File: config.mk
export PLATFORM = sky130hd
export DESIGN_NAME = packet_encapsulate_and_segment
export DESIGN_NICKNAME = d
export VERILOG_FILES = /design/src/pef_pkg.sv /design/src/pef_ctrl.sv /design/src/pef_dp.sv /design/src/packet_encapsulate_and_segment.sv
export VERILOG_INCLUDE_DIRS = /design/src /design/src/src
export SDC_FILE = /design/constraint.sdc
export NUM_CORES = 1
export LEC_CHECK = 0
export BUFFER_PORTS_ARGS = -buffer_cell sky130_fd_sc_hd__buf_2
export CELL_PAD_IN_SITES_DETAIL_PLACEMENT = 1
export CELL_PAD_IN_SITES_GLOBAL_PLACEMENT = 2
export CORE_ASPECT_RATIO = 0.8
export CORE_MARGIN = 2
export CORE_UTILIZATION = 38
export CTS_CLUSTER_DIAMETER = 30
export DETAILED_ROUTE_END_ITERATION = 8
export GPL_ROUTABILITY_DRIVEN = 0
export PLACE_DENSITY = 0.76
export SYNTH_ARGS = -nofsm -noshare
export SYNTH_HDL_FRONTEND = slang
export SYNTH_SLANG_ARGS = --single-unit
export TNS_END_PERCENT = 50
File: constraint.sdc
create_clock -name clk -period 3.4 [get_ports clk]
set_input_delay 0.68 -clock clk [delete_from_list [all_inputs] [get_ports clk]]
set_output_delay 0.68 -clock clk [all_outputs]
set_load 0.05 [all_outputs]
File: src/packet_encapsulate_and_segment_macros.svh
// Assertion macros for the packet framer.
// Both sample on clk and stay off while arst_n is low.
`ifndef PACKET_ENCAPSULATE_AND_SEGMENT_MACROS_SVH
`define PACKET_ENCAPSULATE_AND_SEGMENT_MACROS_SVH

// Same-cycle implication
`define PEF_ASSERT_IMPLY(lbl, ante, cons, msg) \
	lbl: assert property (@(posedge clk) disable iff (!arst_n) (ante) |-> (cons)) \
		else $error(msg);

// Next-cycle implication
`define PEF_ASSERT_NEXT(lbl, ante, cons, msg) \
	lbl: assert property (@(posedge clk) disable iff (!arst_n) (ante) |=> (cons)) \
		else $error(msg);

`endif

File: src/pef_pkg.sv
package pef_pkg;

	localparam int unsigned PKT_HDR_BYTES = 16;
	localparam int unsigned FRM_HDR_BYTES = 12;
	localparam logic [15:0] MIN_FRAME = 16'd16;
	localparam logic [15:0] CFG_RESET = 16'd1400;
	localparam logic [4:0] PKT_IDX_PAYLOAD = 5'(PKT_HDR_BYTES);
	localparam logic [3:0] FHDR_IDX_LAST = 4'(FRM_HDR_BYTES - 1);

	// Result status codes
	localparam logic [1:0] ST_OK = 2'd0;
	localparam logic [1:0] ST_LEN_ERR = 2'd1;
	localparam logic [1:0] ST_NO_PKT = 2'd2;

	typedef enum logic [4:0] {
		S_IDLE   = 5'b00001,
		S_ERR    = 5'b00010,
		S_FSTART = 5'b00100,
		S_FHDR   = 5'b01000,
		S_PBYTE  = 5'b10000
	} state_t;

	typedef struct packed {
		logic accept;
		logic frame_start;
		logic emit_err;
		logic emit_fhdr;
		logic emit_pbyte;
	} dp_cmd_t;

	typedef struct packed {
		logic slot_free;
		logic pkt_open;
		logic frame_empty;
		logic first;
		logic len_zero;
		logic hdr_done;
		logic frame_last;
		logic fhdr_last;
	} dp_status_t;

	// Big-endian byte pick from a 32-bit word
	function automatic logic [7:0] word_byte(input logic [31:0] w, input logic [1:0] idx);
		logic [7:0] b;
		case (idx)
			2'd0: b = w[31:24];
			2'd1: b = w[23:16];
			2'd2: b = w[15:8];
			default: b = w[7:0];
		endcase
		return b;
	endfunction

endpackage

File: src/pef_ctrl.sv
module pef_ctrl (
	input  logic                 clk,
	input  logic                 arst_n,
	input  logic                 in_valid,
	output logic                 in_ready,
	input  pef_pkg::dp_status_t  sts,
	output pef_pkg::dp_cmd_t     cmd
);

	pef_pkg::state_t state_q, state_next;

	always_ff @(posedge clk or negedge arst_n) begin
		if (!arst_n) begin
			state_q <= pef_pkg::S_IDLE;
		end else begin
			state_q <= state_next;
		end
	end

	assign in_ready = (state_q == pef_pkg::S_IDLE);

	// Sequence one transaction: an error result, or packet bytes with a frame header before each new frame
	always_comb begin
		state_next = state_q;
		cmd = '0;
		unique case (state_q)
			pef_pkg::S_IDLE: begin
				if (in_valid) begin
					cmd.accept = 1'b1;
					if (sts.first) begin
						state_next = sts.len_zero ? pef_pkg::S_ERR : pef_pkg::S_FSTART;
					end else if (!sts.pkt_open) begin
						state_next = pef_pkg::S_ERR;
					end else if (sts.frame_empty) begin
						state_next = pef_pkg::S_FSTART;
					end else begin
						state_next = pef_pkg::S_PBYTE;
					end
				end
			end
			pef_pkg::S_ERR: begin
				if (sts.slot_free) begin
					cmd.emit_err = 1'b1;
					state_next = pef_pkg::S_IDLE;
				end
			end
			pef_pkg::S_FSTART: begin
				cmd.frame_start = 1'b1;
				state_next = pef_pkg::S_FHDR;
			end
			pef_pkg::S_FHDR: begin
				if (sts.slot_free) begin
					cmd.emit_fhdr = 1'b1;
					if (sts.fhdr_last) begin
						state_next = pef_pkg::S_PBYTE;
					end
				end
			end
			pef_pkg::S_PBYTE: begin
				if (sts.slot_free) begin
					cmd.emit_pbyte = 1'b1;
					if (sts.hdr_done) begin
						state_next = pef_pkg::S_IDLE;
					end else if (sts.frame_last) begin
						state_next = pef_pkg::S_FSTART;
					end
				end
			end
			default: begin
				state_next = pef_pkg::S_IDLE;
			end
		endcase
	end

endmodule

File: src/pef_dp.sv
module pef_dp (
	input  logic                 clk,
	input  logic                 arst_n,
	input  pef_pkg::dp_cmd_t     cmd,
	output pef_pkg::dp_status_t  sts,
	input  logic                 cfg_we,
	input  logic [15:0]          cfg_wdata,
	input  logic                 first_byte,
	input  logic [31:0]          packet_type,
	input  logic [31:0]          packet_id,
	input  logic [15:0]          payload_length,
	input  logic [7:0]           payload_byte,
	output logic                 out_valid,
	input  logic                 out_ready,
	output logic [7:0]           out_byte,
	output logic                 end_of_frame,
	output logic                 end_of_packet,
	output logic                 last_of_run,
	output logic [1:0]           status
);

	// Control state
	logic [15:0] max_frame_q;
	logic        pkt_open_q;
	logic [16:0] pkt_left_q;
	logic [15:0] frame_left_q;
	logic [12:0] seq_q;
	logic        out_valid_q;

	// Captured item and counters
	logic [31:0] type_q;
	logic [31:0] id_q;
	logic [15:0] len_q;
	logic [7:0]  byte_q;
	logic [1:0]  err_q;
	logic [4:0]  pkt_idx_q;
	logic [3:0]  fh_idx_q;
	logic [15:0] frame_size_q;

	// Output register
	logic [7:0]  out_byte_q;
	logic        eof_q;
	logic        eop_q;
	logic        last_q;
	logic [1:0]  status_q;

	logic        slot_free;
	logic        emit;
	logic [15:0] lim;
	logic [15:0] size_next;
	logic [31:0] fh_word;
	logic [31:0] ph_word;
	logic [7:0]  pbyte;
	logic [16:0] pkt_total;

	assign slot_free = !out_valid_q || out_ready;
	assign emit = cmd.emit_err || cmd.emit_fhdr || cmd.emit_pbyte;

	// Frame size: clamp limit to the minimum, then take the smaller of limit and bytes left
	assign lim = (max_frame_q < pef_pkg::MIN_FRAME) ? pef_pkg::MIN_FRAME : max_frame_q;
	assign size_next = (pkt_left_q < {1'b0, lim}) ? pkt_left_q[15:0] : lim;

	assign pkt_total = 17'(pef_pkg::PKT_HDR_BYTES) + {1'b0, len_q};

	// Frame header words: sequence, size, size plus header
	always_comb begin
		case (fh_idx_q[3:2])
			2'd0: fh_word = {19'b0, seq_q};
			2'd1: fh_word = {16'b0, frame_size_q};
			default: fh_word = {15'b0, {1'b0, frame_size_q} + 17'(pef_pkg::FRM_HDR_BYTES)};
		endcase
	end

	// Packet header words: type, id, length, total
	always_comb begin
		case (pkt_idx_q[3:2])
			2'd0: ph_word = type_q;
			2'd1: ph_word = id_q;
			2'd2: ph_word = {16'b0, len_q};
			default: ph_word = {15'b0, pkt_total};
		endcase
	end

	assign pbyte = (pkt_idx_q == pef_pkg::PKT_IDX_PAYLOAD) ? byte_q
		: pef_pkg::word_byte(ph_word, pkt_idx_q[1:0]);

	assign sts.slot_free = slot_free;
	assign sts.pkt_open = pkt_open_q;
	assign sts.frame_empty = (frame_left_q == 16'd0);
	assign sts.first = first_byte;
	assign sts.len_zero = (payload_length == 16'd0);
	assign sts.hdr_done = (pkt_idx_q == pef_pkg::PKT_IDX_PAYLOAD);
	assign sts.frame_last = (frame_left_q == 16'd1);
	assign sts.fhdr_last = (fh_idx_q == pef_pkg::FHDR_IDX_LAST);

	// Configuration, packet and frame bookkeeping
	always_ff @(posedge clk or negedge arst_n) begin
		if (!arst_n) begin
			max_frame_q <= pef_pkg::CFG_RESET;
			pkt_open_q <= 1'b0;
			pkt_left_q <= '0;
			frame_left_q <= '0;
			seq_q <= '0;
		end else begin
			if (cfg_we) begin
				max_frame_q <= cfg_wdata;
			end
			if (cmd.accept && first_byte) begin
				seq_q <= '0;
				frame_left_q <= '0;
				if (payload_length == 16'd0) begin
					pkt_open_q <= 1'b0;
					pkt_left_q <= '0;
				end else begin
					pkt_open_q <= 1'b1;
					pkt_left_q <= 17'(pef_pkg::PKT_HDR_BYTES) + {1'b0, payload_length};
				end
			end
			if (cmd.frame_start) begin
				seq_q <= seq_q + 13'd1;
				frame_left_q <= size_next;
			end
			if (cmd.emit_pbyte) begin
				pkt_left_q <= pkt_left_q - 17'd1;
				if (pkt_left_q == 17'd1) begin
					pkt_open_q <= 1'b0;
					frame_left_q <= '0;
				end else begin
					frame_left_q <= frame_left_q - 16'd1;
				end
			end
		end
	end

	// Capture the item and step the byte indexes
	always_ff @(posedge clk) begin
		if (cmd.accept) begin
			byte_q <= payload_byte;
			err_q <= first_byte ? pef_pkg::ST_LEN_ERR : pef_pkg::ST_NO_PKT;
			pkt_idx_q <= first_byte ? 5'd0 : pef_pkg::PKT_IDX_PAYLOAD;
			if (first_byte) begin
				type_q <= packet_type;
				id_q <= packet_id;
				len_q <= payload_length;
			end
		end
		if (cmd.frame_start) begin
			fh_idx_q <= '0;
			frame_size_q <= size_next;
		end
		if (cmd.emit_fhdr) begin
			fh_idx_q <= fh_idx_q + 4'd1;
		end
		if (cmd.emit_pbyte) begin
			pkt_idx_q <= pkt_idx_q + 5'd1;
		end
	end

	// Output register: load on emit, drop once taken
	always_ff @(posedge clk or negedge arst_n) begin
		if (!arst_n) begin
			out_valid_q <= 1'b0;
		end else if (emit) begin
			out_valid_q <= 1'b1;
		end else if (out_ready) begin
			out_valid_q <= 1'b0;
		end
	end

	always_ff @(posedge clk) begin
		if (cmd.emit_err) begin
			out_byte_q <= 8'd0;
			eof_q <= 1'b0;
			eop_q <= 1'b0;
			last_q <= 1'b1;
			status_q <= err_q;
		end else if (cmd.emit_fhdr) begin
			out_byte_q <= pef_pkg::word_byte(fh_word, fh_idx_q[1:0]);
			eof_q <= 1'b0;
			eop_q <= 1'b0;
			last_q <= 1'b0;
			status_q <= pef_pkg::ST_OK;
		end else if (cmd.emit_pbyte) begin
			out_byte_q <= pbyte;
			eof_q <= (frame_left_q == 16'd1);
			eop_q <= (pkt_left_q == 17'd1);
			last_q <= (pkt_idx_q == pef_pkg::PKT_IDX_PAYLOAD);
			status_q <= pef_pkg::ST_OK;
		end
	end

	assign out_valid = out_valid_q;
	assign out_byte = out_byte_q;
	assign end_of_frame = eof_q;
	assign end_of_packet = eop_q;
	assign last_of_run = last_q;
	assign status = status_q;

endmodule

File: src/packet_encapsulate_and_segment.sv
// The first result of a transaction is registered in S_ERR or S_PBYTE, or in S_FHDR
// after S_FSTART when a frame opens first. Results then leave one per cycle while
// out_ready is high, but S_FSTART sizes each frame ahead of its header. A first-byte
// transaction with a nonzero length gives 17 results plus 12 per frame header (at most
// 41). A new transaction is accepted the cycle after the last result is registered.
// Reset (arst_n low, asynchronous): no packet open, counters zero, frame limit 1400.
module packet_encapsulate_and_segment (
	input  logic        clk,
	input  logic        arst_n,
	input  logic        cfg_we,
	input  logic [15:0] cfg_wdata,
	input  logic        in_valid,
	output logic        in_ready,
	input  logic        first_byte,
	input  logic [31:0] packet_type,
	input  logic [31:0] packet_id,
	input  logic [15:0] payload_length,
	input  logic [7:0]  payload_byte,
	output logic        out_valid,
	input  logic        out_ready,
	output logic [7:0]  out_byte,
	output logic        end_of_frame,
	output logic        end_of_packet,
	output logic        last_of_run,
	output logic [1:0]  status
);

	`include "packet_encapsulate_and_segment_macros.svh"

	pef_pkg::dp_cmd_t    cmd;
	pef_pkg::dp_status_t sts;

	pef_ctrl u_ctrl (
		.clk      (clk),
		.arst_n   (arst_n),
		.in_valid (in_valid),
		.in_ready (in_ready),
		.sts      (sts),
		.cmd      (cmd)
	);

	pef_dp u_dp (
		.clk            (clk),
		.arst_n         (arst_n),
		.cmd            (cmd),
		.sts            (sts),
		.cfg_we         (cfg_we),
		.cfg_wdata      (cfg_wdata),
		.first_byte     (first_byte),
		.packet_type    (packet_type),
		.packet_id      (packet_id),
		.payload_length (payload_length),
		.payload_byte   (payload_byte),
		.out_valid      (out_valid),
		.out_ready      (out_ready),
		.out_byte       (out_byte),
		.end_of_frame   (end_of_frame),
		.end_of_packet  (end_of_packet),
		.last_of_run    (last_of_run),
		.status         (status)
	);

	// Packet end always closes the transaction's run
	`PEF_ASSERT_IMPLY(a_eop_last, out_valid && end_of_packet, last_of_run && end_of_frame, "packet end not closing run")
	// Error results are single, zeroed and unmarked
	`PEF_ASSERT_IMPLY(a_err_result, out_valid && (status != pef_pkg::ST_OK), last_of_run && (out_byte == 8'd0) && !end_of_frame, "malformed error result")
	// One transaction at a time
	`PEF_ASSERT_NEXT(a_one_item, in_valid && in_ready, !in_ready, "input taken while busy")
	// No result is emitted in the cycle a transaction is taken
	`PEF_ASSERT_IMPLY(a_no_emit_idle, in_ready, !(cmd.emit_err || cmd.emit_fhdr || cmd.emit_pbyte), "emit while idle")

endmodule

[Word-level counts from Yosys, hierarchy flattened]
Cells that the tools add are included.
Storage, ports and cells
  memory bits (writable): 0
  register bits after elaboration: 197
  logic and storage cells: 128
  bits in latches: 0
  bits in read-only memories: 0
  memories: 0
  input bits: 110
Operators by class
  $add $sub $neg: 8
  divide/modulo/power cells: 0
  $mul: 0
  bitwise gates (word level): 0
  $lt $le $gt $ge: 2
  reductions and logical operators: 22
  multiplexer cells: 54
  shifts and indexed selects: 0
  equality and inequality tests: 22
Operators by type and width (count)
  $mux W16: 6
  $pmux W32 S3: 1
  $mux W5: 13
  $mux W17: 3
  $pmux W8 S3: 2
  $add A5 B16 Y17 const A: 2
  $pmux W17 S2: 1
  $logic_not A16 Y1: 2
  $mux W13: 2
  $pmux W5 S5: 1
  $mux W8: 3
  $add A16 B4 Y17 const B: 1
  $eq A17 B1 Y1 const B: 1
  $lt A17 B16 Y1: 1
  $sub A17 B1 Y17 const B: 1
  $eq A16 B1 Y1 const B: 1
  $lt A16 B5 Y1 const B: 1
  $sub A16 B1 Y16 const B: 1
  $mux W1: 15
  $add A13 B1 Y13 const B: 1
  $reduce_bool A2 Y1: 6
  $eq A5 B5 Y1 const B: 2
  $eq A2 B1 Y1 const B: 4
  $logic_not A2 Y1: 4
  other kinds (21): 33

[Logic depth before layout (Yosys ltp)]
  depth in word-level cells: 7
  depth in mapped cells: 12
  gate-level depth less buffers: 11

[By module]
A second synthesis with hierarchy kept.
Unflattened totals
  cell total of the unflattened synthesis: 1035
  area total of the unflattened synthesis: 10845.4 µm²
By module, submodules not included
  pef_dp: times used 1, seq. area each 5342.6 µm², cells an instance 990, area each 10460.0 µm²
  pef_ctrl: times used 1, seq. area each 126.4 µm², cells an instance 45, area each 385.4 µm²

[Worst setup path after synthesis]
OpenSTA, ideal clock, no wires.
  path kind: reg-to-reg
  start point: register u_ctrl.state_q[1]
  end point: register u_dp.pkt_left_q[4]
  required time: 3.255 ns
  path buffers: 3
  path slack: 0.267 ns
  data arrival time: 2.988 ns
  cell stages (with the launch flop): 10
  path through: dfrtp_1 -> clkbuf_1 -> or3_1 -> or3_1 -> buf_2 -> inv_2 -> buf_2 -> o21ai_0 -> o21ai_0 -> a41oi_1
On the way
  cells in the longest elaborated chain, start to end: 4
  elaborated cells on any way between the ends: 7
  classes of those cells: eq/ne (2); mux (3); reduce/logical (2)
Ends and longest elaborated chain
  start, declared: RTL line pef_ctrl.sv:10  | pef_pkg::state_t state_q, state_next;
  start signal, assigned: RTL line pef_ctrl.sv:14  | state_q <= pef_pkg::S_IDLE;
  start signal, assigned: RTL line pef_ctrl.sv:16  | state_q <= state_next;
  $eq A5 B1 Y1: RTL line pef_ctrl.sv:26  | unique case (state_q)
  $mux W1: RTL line pef_ctrl.sv:26
  $logic_and A1 B1 Y1: RTL line pef_dp.sv:108  | if (cmd.accept && first_byte) begin
  $reduce_bool A2 Y1 (no line)
  end signal, assigned: RTL line pef_dp.sv:116  | pkt_left_q <= 17'(pef_pkg::PKT_HDR_BYTES) + {1'b0, payload_length};
  end signal, assigned: RTL line pef_dp.sv:124  | pkt_left_q <= pkt_left_q - 17'd1;
  end, declared: RTL line pef_dp.sv:25  | logic [16:0] pkt_left_q;
Parallel ways exist; a longest one is shown, timed or not.
A chain may end at the register's enable or synchronous reset.

[Worst setup path after layout]
  start point: register u_dp.max_frame_q[15]
  end point: register u_dp.frame_left_q[6]
On the way
  cells in the longest elaborated chain, start to end: 6
Ends and longest elaborated chain
  start, declared: RTL line pef_dp.sv:23  | logic [15:0] max_frame_q;
  start signal, assigned: RTL line pef_dp.sv:99  | max_frame_q <= pef_pkg::CFG_RESET;
  start signal, assigned: RTL line pef_dp.sv:106  | max_frame_q <= cfg_wdata;
  $lt A16 B5 Y1: RTL line pef_dp.sv:60  | assign lim = (max_frame_q < pef_pkg::MIN_FRAME) ? pef_pkg::MIN_FRAME : max_frame_q;
  $mux W16 *: RTL line pef_dp.sv:60
  $lt A17 B16 Y1: RTL line pef_dp.sv:61  | assign size_next = (pkt_left_q < {1'b0, lim}) ? pkt_left_q[15:0] : lim;
  $mux W16 *: RTL line pef_dp.sv:61
  via u_dp.size_next[6]: RTL line pef_dp.sv:50  | logic [15:0] size_next;
  $mux W16 *: RTL line pef_dp.sv:119  | if (cmd.frame_start) begin
  $mux W16 *: RTL line pef_dp.sv:123  | if (cmd.emit_pbyte) begin
  end signal, assigned: RTL line pef_dp.sv:121  | frame_left_q <= size_next;
  end signal, assigned: RTL line pef_dp.sv:129  | frame_left_q <= frame_left_q - 16'd1;
  end, declared: RTL line pef_dp.sv:26  | logic [15:0] frame_left_q;
The timed path passes the listed nets; every way through them passes the cells marked *.

==> reports/qor.yml <==
outcome: "finished clean"
timing.rr.end: "u_dp.frame_left_q[6]"
clk_latency_ps: 440
seqPwrFrac_pct: 40.5
ys_types: 79
core-area_um2: 27000
antenna_found_initial: 1
cts.clk_slew.worst_paths_ps: 80
wl_per_cell_um: 22.3
die_y_um: 152
synth_area_um2: 10400
synth_nets: 1111
irDropWorstVdd_mv: 0.410
hold_path_class: "input pin to asynchronous set/reset pin"
finalNetCount: 1238
clockBufferDepth: 2
multi_input_area_um2: 4570
yosysSeqAreaShare_pct: 52.8
initialDrtViolationCount: 593
rr_startpoint: "u_dp.max_frame_q[15]"
ff_latch_area_um2: 5470
io_buffers: 124
pwr-share-clk_pct: 22.0
clock_skew_ps: 14.7
fillers: 3061
synthCells: 970
cts.sink_count: 197
row_count: 54
ys_seq_elements: 197
numCtsBuffers: 17
syn_to_final_growth_pct: 16.9
fmax_mhz: 313
timing.final.crit_share_pct: 93.9
synth.area.top_cells: "edfxtp_1, dfrtp_1, ha_1"
gr-total-overflow: 0
dp.final_hpwl_mm: 24.4
grt_pass1_vias: 8529
drt-total-wl_mm: 32.8
cp.arrival_ps: 3520
fin_area_um2: 12100
timing.critical_path.cells: "nor4_2 -> nand3_1 -> nand2b_1 -> inv_1 -> ha_1 -> and3_1 -> and4_1 -> o21ai_0 -> o221ai_2 -> buf_12 -> mux2_2 -> a221o_1"
mostFrequentLayoutCells: "buf_2, edfxtp_1, nand2_1, nor2_1, o21ai_0"
grt_pass1_wl_mm: 50.9
final_common_cell: "buf_2"
tightest_slew_ps: 812
p_per_area_nw_per_um2: 781
ant_nets: 0
first_pass_iters: 5
die-area_um2: 28600
power.switching_mw: 3.84
end_kind: "flop"
vias: 8390
dieWidth_um: 189
pwr-share-comb_pct: 37.5
finalHoldViolCount: 0
cp_slowest_stage_delay_ps: 410
yosysTopAreaCellShare_pct: 33.9
rsz0062_at_grt: "no"
diodes: 0
ys_warn_count: 0
ff2ff_setup_slack_ps: 210
finalMaxSlewViolations: 0
drv_cap: 0
ys.flop_type: "edfxtp_1"
root_buffer: "clkbuf_16"
fin_tns_setup_ps: 0
synth_area_leader_cell: "edfxtp_1"
min_period_ps: 3190
startpoint_type: "flop"
drc_errors: 0
setup_viol: 0
cts_tree: "built"
synth-edff-count: 117
avgSynthCellArea_um2: 10.7
place_area_um2: 11500
grt_max_degree: 70
p_leak_nw: 4.81
crit_type: "flop to flop"
power_mw: 9.46
required_ps: 3730
whs_ps: 223
track_usage_pct: 23.5
ctsHtreeMaxLevel: 4
crit_fanout: 16
io_pins: 125
layout-drive-gt1-share_pct: 21.6
start_util_pct: 38.4
internal_power_mw: 5.62
hold_buffers: 0
cp_slowest_cell: "dfrtp_1"
p_sw_share_pct: 40.6
relSlewSlack_pct: 44.5
async_flop_share_pct: 35.0
ff2ff_path_depth: 12
viasPerCell: 5.69
[Yosys cell counts, types with 4 or more instances]
library cell  number
a211oi_1           8
a21oi_1           41
a221o_1           11
a221oi_1           6
a31oi_1            7
and3_1            16
and4_1             7
buf_1              8
buf_2              4
clkbuf_1          28
dfrtp_1           62
dfstp_2            7
dfxtp_1           11
edfxtp_1         117
ha_1              31
inv_1             39
mux2_2            29
mux2i_1           26
nand2_1           93
nand2b_1          14
nand3_1           29
nand4_1           17
nor2_1            72
nor2b_1           13
nor3_1            29
nor3b_1            7
nor4_1            16
o211ai_1          14
o21ai_0           63
o221ai_1           9
o22ai_1           11
o2bb2ai_1          4
o311ai_0           4
o31ai_1            4
or2_2              4
or3_1             10
xnor2_1           15
xor2_1            16
[final cells by class]
type / count / share of cell area [%]
well taps: 364 / 3.76
flip-flops and latches: 197 / 45.1
multi-input cells: 689 / 37.8
clock buffers: 19 / 3.92
inverters: 41 / 1.28
clock inverters: 13 / 1.04
repair buffers: 151 / 7.10
[worst max path at each step]
stage,depth (start not counted),from,slack (ps),end
global placement,11,u_dp.max_frame_q[15],70,u_dp.frame_left_q[4]
floorplan,9,u_ctrl.state_q[1],270,u_dp.pkt_left_q[4]
detailed placement,11,u_dp.max_frame_q[15],7,u_dp.frame_left_q[6]
finish,12,u_dp.max_frame_q[15],210,u_dp.frame_left_q[6]
global route,12,u_dp.max_frame_q[15],9,u_dp.frame_left_q[6]
CTS,11,u_dp.max_frame_q[15],2,u_dp.frame_left_q[6]
[cells by family (layout without fill, tap and decap cells)]
group / count (synthesis) / count (layout) / synth area share, %
buffers and inverters: 84 / 224 / 3.27
muxes: 57 / 57 / 6.10
xor gates and xnor gates: 31 / 31 / 2.62
and+or+nand+nor: 348 / 348 / 17.1
AOI/OAI and AO/OA: 222 / 222 / 14.4
DFF: 197 / 197 / 52.8
adders and majority gates: 31 / 31 / 3.74
[layer usage]
layer	wire, µm	vias up	global-route usage [%]	share of wire [%]
met5	10	-	0	0.030
met4	318	2	5.23	0.97
met3	1550	24	3.41	4.7
met2	14100	203	35.1	43
met1	16800	4235	36.0	51
li1	-	3926	-	-
[critical path: cells and delay by family, from the launching register on]
kind	cells	cell delay, ps
compound gates	3	690
simple gates	5	1100
mux	1	360
flops	1	410
fa+ha+maj	1	270
buf+inv	2	250
[timing repair]
action / 4_1_cts / 5_1_grt
hold endpoints to repair: 0 / 0
setup buffers: 0 / 2
pin swaps: 1 / 1
endpoints found under the setup margin: 1 / 13
resized for setup: 0 / 3
[metrics by stage]
stage / setup slack, ps / utilization, % / instances
floorplan: 267 / - / 970
global placement: 73.3 / 42.5 / 1440
detailed placement: 7.31 / 42.5 / 1440
CTS: 1.63 / 44.7 / 1472
global route: 9.38 / 44.8 / 1474
finish: 208 / 44.8 / 1474
[registers in the layout, indices dropped and copies added, names as in the netlist, 2 cells and up]
| register | count |
|---|---|
| u_dp.fh_idx_q | 4 |
| u_dp.seq_q | 13 |
| u_dp.out_byte | 8 |
| u_dp.frame_size_q | 16 |
| u_dp.status | 2 |
| u_dp.pkt_idx_q | 5 |
| u_ctrl.state_q | 5 |
| u_dp.type_q | 32 |
| u_dp.pkt_left_q | 17 |
| u_dp.id_q | 32 |
| u_dp.max_frame_q | 16 |
| u_dp.err_q | 2 |
| u_dp.frame_left_q | 16 |
| u_dp.len_q | 16 |
| u_dp.byte_q | 8 |
[power groups by stage]
stage          clock [mW]  combinational, mW  sequential, mW
3_5_place_dp            0               3.52            3.86
4_1_cts              2.13               3.55            3.81
5_1_grt              2.22               3.91            3.89
6_report             2.08               3.55            3.83
2_1_floorplan           0               2.34            3.72
3_3_place_gp            0               3.45            3.85
No activity file was read; power rests on OpenSTA's default activity.
